==> config.mk <==
export PLATFORM = sky130hd
export DESIGN_NAME = two_type_frame_receiver
export DESIGN_NICKNAME = d
export VERILOG_FILES = /design/src/design/ttfr_pkg.sv /design/src/design/ttfr_cfg_regs.sv /design/src/design/ttfr_parser.sv /design/src/design/ttfr_out_reg.sv /design/src/design/two_type_frame_receiver.sv
export VERILOG_INCLUDE_DIRS = /design/src /design/src/design
export SDC_FILE = /design/constraint.sdc
export NUM_CORES = 1
export LEC_CHECK = 0
export BUFFER_PORTS_ARGS = -buffer_cell sky130_fd_sc_hd__buf_2
export CAP_MARGIN = 10
export CELL_PAD_IN_SITES_DETAIL_PLACEMENT = 0
export CELL_PAD_IN_SITES_GLOBAL_PLACEMENT = 2
export CORE_MARGIN = 2
export CORE_UTILIZATION = 37
export DETAILED_ROUTE_END_ITERATION = 12
export GPL_TIMING_DRIVEN = 1
export PLACE_DENSITY_LB_ADDON = 0.12
export SLEW_MARGIN = 30
export SYNTH_ARGS = -nofsm -noshare
export SYNTH_HDL_FRONTEND = slang
export SYNTH_HIERARCHICAL = 1
export SYNTH_SLANG_ARGS = --single-unit
==> constraint.sdc <==
create_clock -name clk -period 7.8 [get_ports clk]
set_clock_uncertainty 0.05 [all_clocks]
set_input_delay 1.56 -clock clk [delete_from_list [all_inputs] [get_ports clk]]
set_output_delay 1.56 -clock clk [all_outputs]
set_load 0.005 [all_outputs]
==> src/design/assert_macros.svh <==
// Assertion helpers shared by the RTL. Each use sits on a line of its own.
`ifndef ASSERT_MACROS_SVH
`define ASSERT_MACROS_SVH

// Same-cycle implication, checked out of reset.
`define ASSERT_NOW(label, ante, cons, msg) \
  label: assert property (@(posedge clk) disable iff (!rst_n) (ante) |-> (cons)) \
    else $error(msg);

// Next-cycle implication, checked out of reset.
`define ASSERT_NEXT(label, ante, cons, msg) \
  label: assert property (@(posedge clk) disable iff (!rst_n) (ante) |=> (cons)) \
    else $error(msg);

`endif

==> src/design/ttfr_pkg.sv <==
package ttfr_pkg;

  localparam int unsigned NUM_PAYLOAD = 10;
  localparam int unsigned CFG_IDX_W   = 2;

  typedef logic [7:0] byte_t;

  localparam logic [CFG_IDX_W-1:0] CFG_HEADER  = 2'd0;
  localparam logic [CFG_IDX_W-1:0] CFG_TYPE_A  = 2'd1;
  localparam logic [CFG_IDX_W-1:0] CFG_TYPE_B  = 2'd2;
  localparam logic [CFG_IDX_W-1:0] CFG_TRAILER = 2'd3;

  localparam byte_t HEADER_RST  = 8'h2C;
  localparam byte_t TYPE_A_RST  = 8'h04;
  localparam byte_t TYPE_B_RST  = 8'h05;
  localparam byte_t TRAILER_RST = 8'h5B;

  typedef enum logic [2:0] {
    PH_HEADER  = 3'd0,
    PH_TYPE    = 3'd1,
    PH_DATA_A  = 3'd2,
    PH_TRAILER = 3'd3,
    PH_DATA_B  = 3'd4
  } phase_t;

  typedef struct packed {
    byte_t header;
    byte_t type_a;
    byte_t type_b;
    byte_t trailer;
  } cfg_t;

  typedef struct packed {
    logic                        kind;
    logic [NUM_PAYLOAD-1:0][7:0] payload;
  } res_t;

  typedef struct packed {
    phase_t phase;
    logic   busy;
  } sts_t;

endpackage

==> src/design/ttfr_cfg_regs.sv <==
module ttfr_cfg_regs (
  input  logic                           clk,
  input  logic                           rst_n,
  input  logic                           cfg_we,
  input  logic [ttfr_pkg::CFG_IDX_W-1:0] cfg_index,
  input  ttfr_pkg::byte_t                cfg_wdata,
  output ttfr_pkg::cfg_t                 cfg
);

  ttfr_pkg::cfg_t cfg_r;

  always_ff @(posedge clk) begin
    if (!rst_n) begin
      cfg_r.header  <= ttfr_pkg::HEADER_RST;
      cfg_r.type_a  <= ttfr_pkg::TYPE_A_RST;
      cfg_r.type_b  <= ttfr_pkg::TYPE_B_RST;
      cfg_r.trailer <= ttfr_pkg::TRAILER_RST;
    end else if (cfg_we) begin
      unique case (cfg_index)
        ttfr_pkg::CFG_HEADER:  cfg_r.header  <= cfg_wdata;
        ttfr_pkg::CFG_TYPE_A:  cfg_r.type_a  <= cfg_wdata;
        ttfr_pkg::CFG_TYPE_B:  cfg_r.type_b  <= cfg_wdata;
        ttfr_pkg::CFG_TRAILER: cfg_r.trailer <= cfg_wdata;
        default: ;
      endcase
    end
  end

  assign cfg = cfg_r;

endmodule

==> src/design/ttfr_parser.sv <==
module ttfr_parser #(
  parameter int unsigned PAYLOAD_LEN = 10
) (
  input  logic            clk,
  input  logic            rst_n,
  input  ttfr_pkg::cfg_t  cfg,
  input  logic            in_valid,
  input  ttfr_pkg::byte_t in_rx_byte,
  output logic            in_stall,
  input  logic            adv,
  output logic            res_valid,
  output ttfr_pkg::res_t  res,
  output ttfr_pkg::sts_t  sts
);

  localparam int unsigned FILL_W = $clog2(PAYLOAD_LEN + 1);

  logic                vld_r;
  ttfr_pkg::byte_t     byte_r;
  ttfr_pkg::phase_t    phase_r, phase_nxt;
  logic [FILL_W-1:0]   fill_r, fill_nxt, fill_inc;
  logic                kind_r, kind_nxt;
  ttfr_pkg::byte_t     store_r [PAYLOAD_LEN];
  logic                shift;
  logic                fire;
  logic                in_acc;

  assign fire     = vld_r && adv;
  assign in_stall = vld_r && !adv;
  assign in_acc   = in_valid && !in_stall;
  assign fill_inc = fill_r + FILL_W'(1);

  // Input register: hold the byte until the result side can take its outcome.
  always_ff @(posedge clk) begin
    if (!rst_n) begin
      vld_r <= 1'b0;
    end else if (in_acc) begin
      vld_r <= 1'b1;
    end else if (fire) begin
      vld_r <= 1'b0;
    end
  end

  always_ff @(posedge clk) begin
    if (in_acc) begin
      byte_r <= in_rx_byte;
    end
  end

  always_comb begin
    phase_nxt = phase_r;
    fill_nxt  = fill_r;
    kind_nxt  = kind_r;
    shift     = 1'b0;
    res_valid = 1'b0;
    if (fire) begin
      unique case (phase_r) inside
        ttfr_pkg::PH_HEADER: begin
          if (byte_r == cfg.header) begin
            phase_nxt = ttfr_pkg::PH_TYPE;
            fill_nxt  = '0;
          end
        end
        ttfr_pkg::PH_TYPE: begin
          // kind A wins when both type values match
          if (byte_r == cfg.type_a) begin
            phase_nxt = ttfr_pkg::PH_DATA_A;
            kind_nxt  = 1'b0;
          end else if (byte_r == cfg.type_b) begin
            phase_nxt = ttfr_pkg::PH_DATA_B;
            kind_nxt  = 1'b1;
          end
        end
        ttfr_pkg::PH_DATA_A, ttfr_pkg::PH_DATA_B: begin
          shift    = 1'b1;
          fill_nxt = fill_inc;
          if (fill_inc == FILL_W'(PAYLOAD_LEN)) begin
            phase_nxt = ttfr_pkg::PH_TRAILER;
          end
        end
        ttfr_pkg::PH_TRAILER: begin
          if (byte_r == cfg.trailer) begin
            res_valid = 1'b1;
            phase_nxt = ttfr_pkg::PH_HEADER;
          end
        end
        default: begin
          phase_nxt = ttfr_pkg::PH_HEADER;
        end
      endcase
    end
  end

  always_ff @(posedge clk) begin
    if (!rst_n) begin
      phase_r <= ttfr_pkg::PH_HEADER;
      fill_r  <= '0;
      kind_r  <= 1'b0;
    end else begin
      phase_r <= phase_nxt;
      fill_r  <= fill_nxt;
      kind_r  <= kind_nxt;
    end
  end

  // Payload shifts in at the top, so after a full frame entry 0 is the oldest byte.
  always_ff @(posedge clk) begin
    if (shift) begin
      store_r[PAYLOAD_LEN-1] <= byte_r;
      for (int unsigned k = 0; k + 1 < PAYLOAD_LEN; k++) begin
        store_r[k] <= store_r[k+1];
      end
    end
  end

  assign res.kind = kind_r;

  for (genvar g = 0; g < ttfr_pkg::NUM_PAYLOAD; g++) begin : g_pay
    if (g < PAYLOAD_LEN) begin : g_used
      assign res.payload[g] = store_r[g];
    end else begin : g_zero
      assign res.payload[g] = '0;
    end
  end

  assign sts.phase = phase_r;
  assign sts.busy  = vld_r;

endmodule

==> src/design/ttfr_out_reg.sv <==
module ttfr_out_reg (
  input  logic           clk,
  input  logic           rst_n,
  input  logic           res_valid,
  input  ttfr_pkg::res_t res,
  output logic           adv,
  output logic           out_valid,
  input  logic           out_stall,
  output ttfr_pkg::res_t out_res
);

  logic           vld_r;
  ttfr_pkg::res_t res_r;

  // Advance whenever the slot is empty or being drained this cycle.
  assign adv = !vld_r || !out_stall;

  always_ff @(posedge clk) begin
    if (!rst_n) begin
      vld_r <= 1'b0;
    end else if (adv) begin
      vld_r <= res_valid;
    end
  end

  always_ff @(posedge clk) begin
    if (adv && res_valid) begin
      res_r <= res;
    end
  end

  assign out_valid = vld_r;
  assign out_res   = res_r;

endmodule

==> src/design/two_type_frame_receiver.sv <==
// Frame receiver for header / type / payload / trailer byte streams.
// Input channel: one received byte per request on in_rx_byte, taken when
// in_valid is high and in_stall is low. Result channel: one request per
// completed frame with out_frame_kind (0 = kind A, 1 = kind B) and the payload
// bytes in arrival order; bytes beyond PAYLOAD_LEN read as zero.
// Configuration: cfg_we writes cfg_wdata to register cfg_index (0 header,
// 1 type A, 2 type B, 3 trailer); the user must write only while the block
// is idle; the block itself does not enforce this. A trailer byte's result
// passes the input register, then the result register, before it appears on
// the result channel. Throughput: one byte per cycle while in_stall is low,
// set by the single input register feeding the frame tracker.
// Reset: synchronous on rst_n low; registers return to their defaults
// (0x2C, 0x04, 0x05, 0x5B), the tracker waits for a header and both
// stages empty. When the receiver stalls, the result holds and the input
// register keeps taking bytes until it fills; in_stall then rises and
// stays high until the result is taken.
`include "assert_macros.svh"

module two_type_frame_receiver #(
  parameter int unsigned PAYLOAD_LEN = 10
) (
  input  logic                           clk,
  input  logic                           rst_n,
  input  logic                           cfg_we,
  input  logic [ttfr_pkg::CFG_IDX_W-1:0] cfg_index,
  input  logic [7:0]                     cfg_wdata,
  input  logic                           in_valid,
  output logic                           in_stall,
  input  logic [7:0]                     in_rx_byte,
  output logic                           out_valid,
  input  logic                           out_stall,
  output logic                           out_frame_kind,
  output logic [7:0]                     out_payload_byte_0,
  output logic [7:0]                     out_payload_byte_1,
  output logic [7:0]                     out_payload_byte_2,
  output logic [7:0]                     out_payload_byte_3,
  output logic [7:0]                     out_payload_byte_4,
  output logic [7:0]                     out_payload_byte_5,
  output logic [7:0]                     out_payload_byte_6,
  output logic [7:0]                     out_payload_byte_7,
  output logic [7:0]                     out_payload_byte_8,
  output logic [7:0]                     out_payload_byte_9
);

  ttfr_pkg::cfg_t cfg;
  ttfr_pkg::res_t res;
  ttfr_pkg::res_t out_res;
  ttfr_pkg::sts_t sts;
  logic           res_valid;
  logic           adv;

  ttfr_cfg_regs u_cfg (
    .clk       (clk),
    .rst_n     (rst_n),
    .cfg_we    (cfg_we),
    .cfg_index (cfg_index),
    .cfg_wdata (cfg_wdata),
    .cfg       (cfg)
  );

  ttfr_parser #(
    .PAYLOAD_LEN (PAYLOAD_LEN)
  ) u_parser (
    .clk        (clk),
    .rst_n      (rst_n),
    .cfg        (cfg),
    .in_valid   (in_valid),
    .in_rx_byte (in_rx_byte),
    .in_stall   (in_stall),
    .adv        (adv),
    .res_valid  (res_valid),
    .res        (res),
    .sts        (sts)
  );

  ttfr_out_reg u_out (
    .clk       (clk),
    .rst_n     (rst_n),
    .res_valid (res_valid),
    .res       (res),
    .adv       (adv),
    .out_valid (out_valid),
    .out_stall (out_stall),
    .out_res   (out_res)
  );

  assign out_frame_kind     = out_res.kind;
  assign out_payload_byte_0 = out_res.payload[0];
  assign out_payload_byte_1 = out_res.payload[1];
  assign out_payload_byte_2 = out_res.payload[2];
  assign out_payload_byte_3 = out_res.payload[3];
  assign out_payload_byte_4 = out_res.payload[4];
  assign out_payload_byte_5 = out_res.payload[5];
  assign out_payload_byte_6 = out_res.payload[6];
  assign out_payload_byte_7 = out_res.payload[7];
  assign out_payload_byte_8 = out_res.payload[8];
  assign out_payload_byte_9 = out_res.payload[9];

  `ASSERT_NOW(a_stall_only_when_blocked, in_stall, sts.busy && out_valid && out_stall, "input stalled while result side free")
  `ASSERT_NEXT(a_result_lands, res_valid, out_valid, "completed frame did not reach the result register")
  `ASSERT_NEXT(a_back_to_header, res_valid, sts.phase == ttfr_pkg::PH_HEADER, "tracker not waiting for header after a frame")

endmodule
==> impl_results.md, run 1 <==
* Die width at approximately 140 um
* # IOs at 106
* Unrepaired setup endpoints after global routing: no
* DR WL/cell at 16.2 um
* Worst ir drop on vdd at 0.000106 V
* Vias in the first global route at 3562
* Startpoint Class: primary input
* Hold Path Stages at 0
* Clock buffer depth at 3
* Router iterations before antenna repair at 4
* H-tree depth at 1
* Worst min-delay path endpoint: u_out/out_res[3]
* CTS tree: done
* CP Max Fanout at 5
* CP Class: primary input to primary output
* Post-CTS Repair Setup Buffers at 0
* Normalized max-slew margin at 0.408
* Initial Util at 0.377
* Largest net degree at the start of global routing at 81
* Tcrit/Tclk final at 0.483
* Hold path start: u_parser/store_r[0][3]
* Final nets at approximately 550
* Max-cap violations at 0
* Post-synth net total at around 430
* Die ar. at between 0.02 and 0.025 mm2
* Fin Setup TNS at 0 ns
* Antenna viol nets, final at 0
* Fin. max-slew vios at 0
* Post-DP HPWL at between 8000 and 9000 um
* Lkg Pwr at 3.18 nW
* Post-Route WL at around 13000 um
* R2R depth at 6
* N_diodes at 0
* Crit. End Element: primary output
* Clock Latency Late Sink at 0.49 ns
* GPL Wtd Cong at between 0.7 and 0.8
* Final core utilization at 0.453
* GRT Util Overall at 0.123
* Initial antenna violation count at 0
* CTS-repair resized insts at 0
* Final Hold Fails at 0
* Clk slew on worst S/H paths at 0.06 ns
* Area growth syn-to-layout at 20.4%
* Synth Warn # at 6
* Clk root buf: clkbuf_16
* Flop2flop setup slack at just under 5 ns
* Critical Path RT at approximately 6.2 ns
* Total CTS buffers at 22
* Core area at 0.0195 mm2
* Status: finished, final reports clean
* Arrival time worst endpoint at between 2 and 2.5 ns
* Chip Height at approximately 140 um
* Worst Tran Pin Value at 0.886 ns
* Fin crit period at 3.77 ns
* Worst hold path class: flip-flop to flip-flop
* Drt drc at 0
* Hold Buf Count CTS at 0
* R2R Path End: u_out/out_res[58]
* Vias per inst at 4.53
* Overflow after GRT at 0
* Total number of vias at 3645
* Final setup violation count at 0
* Post-Syn Instances at a little over 400
* CTS sink count at 211
* Post-Syn Area at between 0.007 and 0.008 mm2
* Syn avg cell area at 18.0 um2
* First-pass GRT wire length at 19600 um
* Share of cells above drive strength 1 at 0.278
* Fmax at between 0.2 and 0.3 GHz
* First DRT Iteration DRCs at 246
* Layout fillers at 1702
* Port bufs at roughly 110
* Pwr Density at between 200 and 300 mW/mm2
* FF-to-FF Start: u_parser/byte_r[6]
* Row count at 51
## area by class of cell
class                           count  area [um2]  area share
Clock buffer                       27         591      0.0669
Timing Repair Buffer              107         559      0.0634
Clock inverter                     11        77.6     0.00879
Multi-Input combinational cell    177        1320       0.150
Tap cell                          265         332      0.0376
Sequential cell                   211        5920       0.670
Inverter                            7        26.3     0.00298
## power breakdown
group	internal, W	leakage (nW)	switching (W)
Sequential	0.00121	1.86	0.0000131
Combinational	0.0000233	0.992	0.0000316
Clock	0.000567	0.321	0.000398
## critical path: stages
cell and delay, ns:
buf_2 0.09, nand2_1 0.12, nor2b_1 0.23, buf_2 0.16
## metrics by stage
step                power (W)  hold slack, ns  setup slack, ns  cell area, um2  cells
floorplan             0.00128           0.350             2.30            7330    408
global placement      0.00130           0.353             4.09            8130    766
detailed placement    0.00131           0.357             4.05            8150    767
CTS                   0.00229           0.372             4.05            8820    805
global route          0.00233           0.383             3.98            8820    805
finish                0.00224           0.369             4.03            8820    805
## registers in the layout, summed over array words and instances, names as in the netlist, 3 cells and up
signal and flops:
u_cfg/cfg 32, u_out/out_res 81, u_parser/byte_r 8, u_parser/fill_r 4, u_parser/phase_r 3, u_parser/store_r 80
## layout by cell type (no fill, tap or decap), drive strengths merged, types with 3 or more instances in the layout
master	n
edfxtp	169
buf	107
dfxtp	42
nand2	34
mux2i	28
clkbuf	27
xor2	24
nor2b	13
xnor2	11
nor2	11
inv	7
nand4	7
clkinv	7
a21oi	6
nor4	5
o211ai	4
nand3	4
nor3	4
clkinvlp	3
## layer usage
layer  share of wire  vias to the layer above  global-route usage
met4           0.013                        0              0.0388
met5               0                        -                   0
met1            0.45                     1770               0.168
met3           0.062                       13              0.0290
met2            0.47                      112               0.197
li1                -                     1750                   -
## worst max path at each step
stage                     startpoint                     end  slack, ns  cells after the start
after floorplan            out_stall  u_parser/store_r[0][0]       2.30                      3
final                      out_stall                in_stall       4.03                      4
after CTS                  out_stall                in_stall       4.05                      4
after global placement     out_stall                in_stall       4.09                      4
after global routing       out_stall                in_stall       3.98                      4
after detailed placement   out_stall                in_stall       4.05                      4
Power figures use the tool's default switching activity.
==> run 2, diff against run 1 <==
Settings changed: CORE_UTILIZATION 37 to 41.
Clock period 7.8 ns to 3.6 ns, I/O delays scaled along.
==> impl_results.md, run 2 (synthesized netlist as in run 1, its figures left out) <==
* Final Hold Fails at 0 (unchanged)
* Die width at 138 um (-4.9%)
* Vias in the first global route at 3555 (-0.20%)
* Startpoint Class: flip-flop
* N_diodes at 0 (unchanged)
* Crit path from: u_parser/byte_r[6]
* GRT Util Overall at 0.135 (+0.0120)
* CP Class: flip-flop to flip-flop
* Port bufs at 105 (unchanged)
* CTS-repair resized insts at 0 (unchanged)
* Core area at 0.0174 mm2 (-11%)
* CTS sink count at 211 (unchanged)
* DR WL/cell at 16.9 um (+3.8%)
* End of the critical path: u_out/out_res[3]
* Area growth syn-to-layout at 20.2%
* Post-CTS Repair Setup Buffers at 0 (unchanged)
* Total number of vias at 3671 (+0.71%)
* CP Max Fanout at 60 (+55)
* Total power at 0.00483 W (+110%)
* Hold Buf Count CTS at 0 (unchanged)
* Layout fillers at 1466 (-14%)
* GPL Wtd Cong at 0.770 (+6.0%)
* # IOs at 106 (unchanged)
* First DRT Iteration DRCs at 215 (-13%)
* Clock buffer depth at 3 (unchanged)
* Area taken by multi-input logic gates at 0.00132 mm2 (unchanged)
* CTS tree: done
* Clock Latency Late Sink at 0.48 ns (about the same)
* Clk slew on worst S/H paths at 0.06 ns (about the same)
* Seq. cell area at 0.00592 mm2 (unchanged)
* Vias per inst at 4.79 (+5.7%)
* Worst setup margin at 0.931 ns (-3.10 ns)
* Commonest non-fill, non-tap cell in the layout: edfxtp_1
* Drt drc at 0 (unchanged)
* Post-DP HPWL at 9100 um (+9.1%)
* Initial antenna violation count at 0 (unchanged)
* Router iterations before antenna repair at 4 (unchanged)
* FF-to-FF Start: u_parser/byte_r[6]
* Worst ir drop on vdd at 0.000293 V (+180%)
* Worst hold margin at 0.368 ns (-0.000499 ns)
* Antenna viol nets, final at 0 (unchanged)
* Post-Route WL at 12900 um (-1.1%)
* Overflow after GRT at 0 (unchanged)
* Pwr Density at 548 mW/mm2 (+120%)
* Final setup violation count at 0 (unchanged)
* Largest net degree at the start of global routing at 61 (-25%)
* Arrival time worst endpoint at 2.76 ns (+0.60 ns)
* Worst slack at placement at 0.911 ns (-3.14 ns)
* Crit. End Element: flip-flop
* Fin Setup TNS at 0 ns (unchanged)
* Lkg Pwr at 3.19 nW (+0.34%)
* Tcrit/Tclk final at 0.741
* Finished Layout Cells at 767 (-4.7%)
* Worst hold path class: flip-flop to flip-flop
* Status: finished, final reports clean
* Worst Tran Pin Value at 0.983 ns (+0.0969 ns)
* Fmax at 0.375 GHz
* Fin crit period at 2.67 ns
* Row count at 48 (-5.9%)
* Max-cap violations at 0 (unchanged)
* Share of cells above drive strength 1 at 0.277 (-0.00103)
* Fin. max-slew vios at 0 (unchanged)
* Normalized max-slew margin at 0.343 (-0.0647)
* Critical Path RT at 3.69 ns (-2.50 ns)
* First-pass GRT wire length at 19500 um (-0.74%)
* R2R Path End: u_out/out_res[3]
* Placed Cells at 730 (-4.8%)
* Total CTS buffers at 21 (-4.5%)
* Flop2flop setup slack at 0.93 ns (-4.00 ns)
* Die ar. at 0.0190 mm2 (-9.5%)
* H-tree depth at 1 (unchanged)
* Final nets at 553 (+0.36%)
* R2R depth at 6 (unchanged)
* Max FFs per register at 81 (unchanged)
* Commonest non-fill, non-tap cells in the layout: edfxtp_1 (169), buf_2 (105), dfxtp_1 (42)
* Initial Util at 0.422 (+0.0457)
* Unrepaired setup endpoints after global routing: no
* Chip Height at 138 um (-4.9%)
* Clk root buf: clkbuf_16
==> run 2: cell type report <==
cell class,instances,share of cell area
Timing Repair Buffer,110,0.0696
Tap cell,225,0.0320
Sequential cell,211,0.671
Inverter,7,0.00298
Clock buffer,27,0.0622
Multi-Input combinational cell,177,0.150
Clock inverter,10,0.0118
==> run 2: worst min-delay path by stage <==
stage / startpoint / to / slack, ns / cells after the start
final: u_parser/store_r[0][0] / u_out/out_res[0] / 0.37 / 0
after global placement: u_parser/store_r[0][1] / u_out/out_res[1] / 0.35 / 0
after global routing: in_rx_byte[5] / u_parser/byte_r[5] / 0.36 / 1
after floorplan: u_parser/store_r[0][0] / u_out/out_res[0] / 0.35 / 0
after detailed placement: u_parser/store_r[0][0] / u_out/out_res[0] / 0.35 / 0
after CTS: in_rx_byte[5] / u_parser/byte_r[5] / 0.36 / 1
==> run 2: per-layer routing <==
metal | wire length, um | global-route usage
met2 | 5930 | 0.216
met4 | 311 | 0.0442
met5 | 0 | 0
met1 | 5830 | 0.188
met3 | 853 | 0.0250
==> run 2: power by group <==
group | switching, W | total [W] | leakage (nW) | internal (W)
clock network | 0.000837 | 0.00206 | 0.309 | 0.00122
logic | 0.0000700 | 0.000120 | 1.01 | 0.0000504
registers | 0.0000262 | 0.00265 | 1.86 | 0.00262
==> run 2: worst max-delay path: stages, from the launching register on <==
cell and delay, ns:
edfxtp_1 0.50, xor2_1 0.23, nor4_4 0.36, nand2_1 0.13, nor3_1 0.29, and2_4 0.40
buf_12 0.33
==> run 2: metrics by stage <==
| stage | utilization | cell area [um2] |
|---|---|---|
| 6_report | 0.508 | 8810 |
| 4_1_cts | 0.508 | 8810 |
| 3_5_place_dp | 0.470 | 8160 |
| 5_1_grt | 0.508 | 8810 |
| 3_3_place_gp | 0.470 | 8160 |
| 2_1_floorplan | - | 7340 |
